--- src/rtl/core/mpsu_pkg.sv ---
`default_nettype none
package mpsu_pkg;

  // lattice and table sizes
  localparam int MAX_SITES         = 128;
  localparam int EXP_TABLE_ENTRIES = 256;
  localparam int ADDR_W            = $clog2(MAX_SITES);
  localparam int N_W               = $clog2(MAX_SITES + 1);
  localparam int CMP_W             = (N_W > 8) ? N_W : 8;
  localparam int IDX_W             = $clog2(EXP_TABLE_ENTRIES);
  localparam int IDXP_W            = 28 + IDX_W + 1;

  // item actions (code 3 behaves as a read)
  localparam logic [1:0] ACT_LOAD   = 2'd0;
  localparam logic [1:0] ACT_UPDATE = 2'd1;
  localparam logic [1:0] ACT_READ   = 2'd2;

  // configuration register indexes
  localparam logic [2:0] CFG_SITE_COUNT = 3'd0;
  localparam logic [2:0] CFG_SPACING    = 3'd1;
  localparam logic [2:0] CFG_HALF_INV   = 3'd2;
  localparam logic [2:0] CFG_QUARTIC    = 3'd3;
  localparam logic [2:0] CFG_PROP_WIDTH = 3'd4;

  // configuration reset values
  localparam logic [7:0]  RST_SITE_COUNT = 8'd100;
  localparam logic [31:0] RST_SPACING    = 32'd1677722;
  localparam logic [31:0] RST_HALF_INV   = 32'd83886080;
  localparam logic [31:0] RST_QUARTIC    = 32'd0;
  localparam logic [31:0] RST_PROP_WIDTH = 32'd12582912;

  // RAM read address select
  localparam logic [1:0] RD_SITE  = 2'd0;
  localparam logic [1:0] RD_LEFT  = 2'd1;
  localparam logic [1:0] RD_RIGHT = 2'd2;

  // multiply sequence, in issue order
  localparam logic [2:0] OP_M1  = 3'd0;  // 2d * (xp + x0 - xl - xr)
  localparam logic [2:0] OP_KIN = 3'd1;  // half_inv * m1
  localparam logic [2:0] OP_P2  = 3'd2;  // d * (xp + x0)
  localparam logic [2:0] OP_Q1  = 3'd3;  // xp * xp
  localparam logic [2:0] OP_Q2  = 3'd4;  // x0 * x0
  localparam logic [2:0] OP_P4  = 3'd5;  // p2 * (q1 + q2)
  localparam logic [2:0] OP_T   = 3'd6;  // quartic * p4
  localparam logic [2:0] OP_POT = 3'd7;  // spacing * (p2/2 + t)

  // saturation limit of products and sums
  localparam logic signed [63:0] SAT_LIM   = 64'sh3FFF_FFFF_FFFF_FFFF;
  localparam logic signed [64:0] SAT_LIM65 = 65'sh0_3FFF_FFFF_FFFF_FFFF;

  // controller to datapath commands
  typedef struct packed {
    logic       take_item;
    logic [1:0] rd_sel;
    logic       res_zero;
    logic       res_load;
    logic       res_read;
    logic       cap_x0;
    logic       cap_xl;
    logic       cap_xr;
    logic       calc_xp;
    logic       calc_sums;
    logic       mul_start;
    logic       mul_cap;
    logic [2:0] mul_op;
    logic       calc_ds;
    logic       calc_idx;
    logic       commit;
    logic       out_load;
  } dp_cmd_t;

  // datapath to controller status
  typedef struct packed {
    logic       in_range;
    logic [1:0] action;
    logic       mul_done;
  } dp_stat_t;

  typedef logic [16:0] exp_tab_t [EXP_TABLE_ENTRIES];

  // series terms of exp(-h) in Q0.32, h = 16/E, each term floored
  localparam logic [127:0] EXP_H   = (128'd16 << 32) / EXP_TABLE_ENTRIES;
  localparam logic [127:0] EXP_T1  = EXP_H;
  localparam logic [127:0] EXP_T2  = ((EXP_T1 * EXP_H) >> 32) / 2;
  localparam logic [127:0] EXP_T3  = ((EXP_T2 * EXP_H) >> 32) / 3;
  localparam logic [127:0] EXP_T4  = ((EXP_T3 * EXP_H) >> 32) / 4;
  localparam logic [127:0] EXP_T5  = ((EXP_T4 * EXP_H) >> 32) / 5;
  localparam logic [127:0] EXP_T6  = ((EXP_T5 * EXP_H) >> 32) / 6;
  localparam logic [127:0] EXP_T7  = ((EXP_T6 * EXP_H) >> 32) / 7;
  localparam logic [127:0] EXP_T8  = ((EXP_T7 * EXP_H) >> 32) / 8;
  localparam logic [127:0] EXP_T9  = ((EXP_T8 * EXP_H) >> 32) / 9;
  localparam logic [127:0] EXP_T10 = ((EXP_T9 * EXP_H) >> 32) / 10;
  localparam logic [127:0] EXP_T11 = ((EXP_T10 * EXP_H) >> 32) / 11;
  localparam logic [127:0] EXP_T12 = ((EXP_T11 * EXP_H) >> 32) / 12;
  localparam logic [127:0] EXP_T13 = ((EXP_T12 * EXP_H) >> 32) / 13;
  localparam logic [127:0] EXP_T14 = ((EXP_T13 * EXP_H) >> 32) / 14;
  localparam logic [127:0] EXP_T15 = ((EXP_T14 * EXP_H) >> 32) / 15;
  localparam logic [127:0] EXP_T16 = ((EXP_T15 * EXP_H) >> 32) / 16;
  // step ratio exp(-h), alternating sum of the terms
  localparam logic [127:0] EXP_R = (128'd1 << 32) - EXP_T1 + EXP_T2 - EXP_T3 + EXP_T4
                                   - EXP_T5 + EXP_T6 - EXP_T7 + EXP_T8 - EXP_T9
                                   + EXP_T10 - EXP_T11 + EXP_T12 - EXP_T13
                                   + EXP_T14 - EXP_T15 + EXP_T16;

  function automatic logic signed [63:0] clamp62(input logic signed [63:0] v);
    if (v > SAT_LIM) return SAT_LIM;
    if (v < -SAT_LIM) return -SAT_LIM;
    return v;
  endfunction

  function automatic logic signed [63:0] sadd62(input logic signed [63:0] a,
                                                input logic signed [63:0] b);
    logic signed [63:0] ca;
    logic signed [63:0] cb;
    logic signed [64:0] s;
    ca = clamp62(a);
    cb = clamp62(b);
    s  = {ca[63], ca} + {cb[63], cb};
    if (s > SAT_LIM65) return SAT_LIM;
    if (s < -SAT_LIM65) return -SAT_LIM;
    return s[63:0];
  endfunction

  // exp(-16k/E) table in Q1.16, repeated products of one step ratio
  function automatic exp_tab_t build_exp_table();
    exp_tab_t     tab;
    logic [127:0] v;
    v = 128'd1 << 32;
    for (int k = 0; k < EXP_TABLE_ENTRIES; k++) begin
      tab[k] = 17'((v + 128'h8000) >> 16);
      v = (v * EXP_R + 128'h8000_0000) >> 32;
    end
    return tab;
  endfunction

  localparam exp_tab_t EXP_TABLE = build_exp_table();

endpackage
`default_nettype wire

--- src/rtl/core/mpsu_ctrl.sv ---
`default_nettype none
module mpsu_ctrl (
  input  wire logic               clk,
  input  wire logic               rst_n,
  input  wire logic               in_valid,
  output logic                    in_ready,
  output logic                    out_valid,
  input  wire logic               out_ready,
  input  wire mpsu_pkg::dp_stat_t stat,
  output mpsu_pkg::dp_cmd_t       cmd
);

  localparam logic [3:0] S_IDLE   = 4'd0;
  localparam logic [3:0] S_DECODE = 4'd1;
  localparam logic [3:0] S_RDW    = 4'd2;
  localparam logic [3:0] S_RD1    = 4'd3;
  localparam logic [3:0] S_RD2    = 4'd4;
  localparam logic [3:0] S_RD3    = 4'd5;
  localparam logic [3:0] S_PREP   = 4'd6;
  localparam logic [3:0] S_MSTART = 4'd7;
  localparam logic [3:0] S_MWAIT  = 4'd8;
  localparam logic [3:0] S_DS     = 4'd9;
  localparam logic [3:0] S_IDX    = 4'd10;
  localparam logic [3:0] S_COMMIT = 4'd11;
  localparam logic [3:0] S_FIN    = 4'd12;

  logic [3:0] state_r, state_nxt;
  logic [2:0] op_r, op_nxt;
  logic       out_valid_r, out_valid_nxt;

  assign in_ready  = (state_r == S_IDLE);
  assign out_valid = out_valid_r;

  // sequencer
  always_comb begin
    state_nxt = state_r;
    op_nxt    = op_r;
    cmd        = '0;
    cmd.rd_sel = mpsu_pkg::RD_SITE;
    cmd.mul_op = op_r;
    case (state_r)
      S_IDLE: begin
        if (in_valid) begin
          cmd.take_item = 1'b1;
          state_nxt     = S_DECODE;
        end
      end
      S_DECODE: begin
        if (!stat.in_range) begin
          cmd.res_zero = 1'b1;
          state_nxt    = S_FIN;
        end else if (stat.action == mpsu_pkg::ACT_LOAD) begin
          cmd.res_load = 1'b1;
          state_nxt    = S_FIN;
        end else if (stat.action == mpsu_pkg::ACT_UPDATE) begin
          state_nxt = S_RD1;
        end else begin
          state_nxt = S_RDW;
        end
      end
      S_RDW: begin
        cmd.res_read = 1'b1;
        state_nxt    = S_FIN;
      end
      S_RD1: begin
        cmd.cap_x0 = 1'b1;
        cmd.rd_sel = mpsu_pkg::RD_LEFT;
        state_nxt  = S_RD2;
      end
      S_RD2: begin
        cmd.cap_xl = 1'b1;
        cmd.rd_sel = mpsu_pkg::RD_RIGHT;
        state_nxt  = S_RD3;
      end
      S_RD3: begin
        cmd.cap_xr  = 1'b1;
        cmd.calc_xp = 1'b1;
        state_nxt   = S_PREP;
      end
      S_PREP: begin
        cmd.calc_sums = 1'b1;
        op_nxt        = mpsu_pkg::OP_M1;
        state_nxt     = S_MSTART;
      end
      S_MSTART: begin
        cmd.mul_start = 1'b1;
        state_nxt     = S_MWAIT;
      end
      S_MWAIT: begin
        if (stat.mul_done) begin
          cmd.mul_cap = 1'b1;
          if (op_r == mpsu_pkg::OP_POT) begin
            state_nxt = S_DS;
          end else begin
            op_nxt    = op_r + 3'd1;
            state_nxt = S_MSTART;
          end
        end
      end
      S_DS: begin
        cmd.calc_ds = 1'b1;
        state_nxt   = S_IDX;
      end
      S_IDX: begin
        cmd.calc_idx = 1'b1;
        state_nxt    = S_COMMIT;
      end
      S_COMMIT: begin
        cmd.commit = 1'b1;
        state_nxt  = S_FIN;
      end
      S_FIN: begin
        if (!out_valid_r || out_ready) begin
          cmd.out_load = 1'b1;
          state_nxt    = S_IDLE;
        end
      end
      default: begin
        state_nxt = S_IDLE;
      end
    endcase
  end

  // output valid flag
  always_comb begin
    out_valid_nxt = out_valid_r;
    if (out_valid_r && out_ready) out_valid_nxt = 1'b0;
    if (cmd.out_load) out_valid_nxt = 1'b1;
  end

  always_ff @(posedge clk) begin
    if (!rst_n) begin
      state_r     <= S_IDLE;
      op_r        <= mpsu_pkg::OP_M1;
      out_valid_r <= 1'b0;
    end else begin
      state_r     <= state_nxt;
      op_r        <= op_nxt;
      out_valid_r <= out_valid_nxt;
    end
  end

endmodule
`default_nettype wire

--- config.mk ---
export PLATFORM = sky130hd
export DESIGN_NAME = mpsu_ctrl
export DESIGN_NICKNAME = d
export VERILOG_FILES = /design/src/rtl/core/mpsu_pkg.sv /design/src/rtl/core/mpsu_ctrl.sv
export SDC_FILE = /design/constraint.sdc
export NUM_CORES = 1
export LEC_CHECK = 0
export BUFFER_PORTS_ARGS = -buffer_cell sky130_fd_sc_hd__buf_2
export CAP_MARGIN = 20
export CORE_MARGIN = 2
export CORE_UTILIZATION = 41
export CTS_CLUSTER_SIZE = 40
export DETAILED_ROUTE_END_ITERATION = 8
export PLACE_DENSITY = 0.81
export SLEW_MARGIN = 40
export SYNTH_ARGS = -nofsm -noshare
export SYNTH_HDL_FRONTEND = slang
export SYNTH_SLANG_ARGS = --single-unit
--- constraint.sdc ---
create_clock -name clk -period 1.28 [get_ports clk]
set_input_delay 0.256 -clock clk [delete_from_list [all_inputs] [get_ports clk]]
set_output_delay 0.256 -clock clk [all_outputs]
set_load 0.01 [all_outputs]
==> impl_summary.log <==
[metrics] most frequent cells in the layout: 24 x sky130_fd_sc_hd__buf_2, 21 x sky130_fd_sc_hd__buf_4, 14 x sky130_fd_sc_hd__buf_6
[metrics] clock group share of total power: 0.097
[metrics] most common library cell in the layout ignoring fill and taps: sky130_fd_sc_hd__buf_2
[metrics] Post-Route Setup TNS: -4.391 ns
[metrics] number of nets in the final layout: 155
[metrics] Storage cell area: 180.2 sq um
[metrics] switching power: 1155 uW
[metrics] signed area change from the synthesized netlist to the final layout: 93.83%
[metrics] number of enable flip-flop cells after synthesis: 0
[metrics] largest fanout of any net on the critical path: 5
[metrics] ratio of cells with drive above 1 in the final layout: 0.7153
[metrics] Inserted Clock Buffers: 3
[metrics] later-pin clock latency in the skew report: 0.27 ns
[metrics] largest cells by area after synthesis: sky130_fd_sc_hd__dfxtp_1 23%, sky130_fd_sc_hd__buf_4 7.6%, sky130_fd_sc_hd__nor2_1 7.1%
[metrics] Comb power frac: 0.726
[metrics] RSZ-0062 raised after global routing: yes
[metrics] number of antenna violations at the first check in global routing: 0
[metrics] Via-to-Cell Ratio: 6.219
[metrics] cell area after synthesis: 689.4 sq um
[metrics] distinct cell type count after synthesis: 34
[metrics] synthesized net count: 100
[metrics] path type of the worst setup path: flop to output port
[metrics] Sinks on Clock Net: 8
[metrics] final worst setup slack: -0.2634 ns
[metrics] number of H-tree levels: 1
[metrics] peak supply drop: 0.001568 V
[metrics] area of all placed cells without fillers: 1336 sq um
[metrics] Antenna diodes: 0
[metrics] Non-Filler Instances: 160
[metrics] Lkg Pwr: 0.0006148 uW
[metrics] number of vias in the routed layout: 995
[metrics] internal portion of total power: 1348 uW
[metrics] global routing usage summed across all routing layers: 0.3001
[metrics] post-synth top area share: 0.2323
[metrics] Top Ports: 30
[metrics] Yosys reg bits: 8
[metrics] Post-Synthesis Mean Instance Area: 7.660 sq um
[metrics] initial core utilization: 0.4472
[metrics] number of rows in the core area: 14
[metrics] WP data required: 1.02 ns
[metrics] worst path bufs/invs: 1
[metrics] YS warnings: 0
[metrics] buffer levels on the longest clock path: 2
[metrics] detailed-route wire length per cell: 20.46 microns
[metrics] area of the die: 2025 sq um
[metrics] total congestion overflow: 0
[metrics] Total Wirelength: 3273 microns
[metrics] Worst Setup Start Kind: flop
[metrics] first-pass detailed-route iteration total: 4
[metrics] timing-limited maximum frequency: 647.9 MHz
[metrics] power per cell area: 1873 nW/um^2
[metrics] core area: 1541 sq um
[metrics] drc violations: 0
[metrics] Power, Total: 2503 uW
[metrics] final-report setup violation count: 25
[metrics] failing checks: negative setup slack
[metrics] Placer Congestion: 0.8441
[metrics] status: finished with violations
[metrics] headroom to the max-slew limit: 0.6794
[metrics] global-route wire length before repair: 4319 microns
[metrics] width of the chip: 45.01 microns
[metrics] slowest stage cell on the critical path: sky130_fd_sc_hd__dfxtp_4
[metrics] FFs w/ async S/R, synth: 0
[metrics] Filler Cell Count: 73
[metrics] minimum clock period: 1.543 ns
[metrics] instance count after placement with tap cells included: 147
[metrics] hold-fix buffers at CTS: 0
[metrics] CP most frequent cell: sky130_fd_sc_hd__nand2b_4
[metrics] antenna-violating nets left: 0
[metrics] TritonCTS clock tree: done
[metrics] Slew @ Worst Pin: 0.4788 ns
[metrics] top flip-flop cell by instance count after synthesis: sky130_fd_sc_hd__dfxtp_1
[metrics] data arrival time of the worst path: 1.29 ns
[metrics] total of buffers placed on input and output ports: 29
[metrics] max-slew violation total from the final report: 0
[metrics] ordered cell list for the critical path: nand2b_4 -> nand2b_4 -> nor4b_4 -> buf_2
[metrics] final hold violations: 0
[metrics] height of the die: 45.01 microns
[metrics] type of the tightest min-delay check: primary input to flop
[metrics] cell count after synthesis: 90
[metrics] portion of the clock cycle consumed by the worst path in the final layout: 1.206
[metrics] maximum cell stage delay along the critical path: 0.37 ns
[metrics] HPWL after DPL: 1665 microns
[metrics] nature of the critical path endpoint: output port
[metrics] Root Buffer Master: sky130_fd_sc_hd__clkbuf_4
[metrics] Area after DPL: 1001 sq um
[metrics] cell type group with the largest total delay on the critical path: simple AND/OR/NAND/NOR gates
[metrics] max-cap viol count: 0
[metrics] DR iter-0 viols: 37
[metrics] maximum clock skew at final layout: 0.002406 ns
[metrics] switching share of power: 0.4616
[metrics] clock-pin slew on the worst setup and hold paths: 0.07 ns
[metrics] pin count of the biggest net entering global routing: 9
[metrics] proportion of power drawn by flip-flops and latches: 0.177
[metrics] number of global-route vias before repair: 918
[metrics] area taken by multi-input logic gates: 648.1 sq um
[metrics] largest area contributor in the netlist: sky130_fd_sc_hd__dfxtp_1
[metrics] post-synthesis sequential area ratio: 0.2323
-- power by group through the flow --
stage	registers (uW)	clock network (uW)	logic [uW]
finish	443	243	1820
global route	445	244	1900
CTS	426	240	1490
detailed placement	388	0	1170
global placement	381	0	1130
floorplan	340	0	758
-- logic make-up (layout without fill, tap and decap cells) --
family,Yosys count,after routing,synth area share
DFF,8,8,0.2323
and+or+nand+nor,46,46,0.3829
buffers and inverters,13,67,0.1325
adders and majority gates,2,2,0.03629
AOI/OAI and AO/OA,21,21,0.2160
-- sequential cells by signal, summed over array words and instances (netlist names) --
name	count
state_r	4
out_valid	1
op_r	3
-- stage by stage --
stage | util | hold WS [ns] | worst slack, ns
floorplan | - | 0.3738 | -0.08664
global placement | 0.6494 | 0.5616 | -0.1149
detailed placement | 0.6494 | 0.5639 | -0.1891
CTS | 0.7906 | 0.2780 | -0.2537
global route | 0.8669 | 0.3006 | -0.3018
finish | 0.8669 | 0.2841 | -0.2634
-- path summary, 6_finish.rpt --
check	start	endpoint	slack, ns	depth (start not counted)
max	state_r[2]	cmd[15]	-0.26	4
min	rst_n	out_valid	0.28	2
max reg2reg	state_r[1]	state_r[3]	-0.16	6
min reg2reg	state_r[1]	state_r[0]	0.64	2
-- cell usage after synthesis, types with 3 or more instances --
cell and n:
sky130_fd_sc_hd__o22ai_1 3, sky130_fd_sc_hd__nand3_1 3, sky130_fd_sc_hd__nand2b_1 5, sky130_fd_sc_hd__nand2_1 4, sky130_fd_sc_hd__nor2_1 13, sky130_fd_sc_hd__inv_1 3, sky130_fd_sc_hd__dfxtp_1 8, sky130_fd_sc_hd__buf_4 7
sky130_fd_sc_hd__nor3_1 8, sky130_fd_sc_hd__o21ai_0 4
-- timing repair --
action	CTS	global route
gates resized for setup	40	21
pin swaps	19	10
setup buffers	6	4
endpoints found under the setup margin	25	25
-- final cells by class --
| class | count | share of cell area |
|---|---|---|
| clock buffer | 4 | 0.01966 |
| tap | 16 | 0.01498 |
| inverter | 3 | 0.008427 |
| multi-input combinational | 69 | 0.4850 |
| timing repair buffer | 60 | 0.3371 |
| sequential | 8 | 0.1348 |
-- metal layers --
metal,global-route usage,vias to the layer above,part of all wire
li1,-,435,-
met1,0.3676,480,0.37
met2,0.5114,66,0.50
met3,0.04800,14,0.094
met4,0.1353,0,0.033
met5,0,-,0
Note: power is estimated with default switching activity, not from simulation.
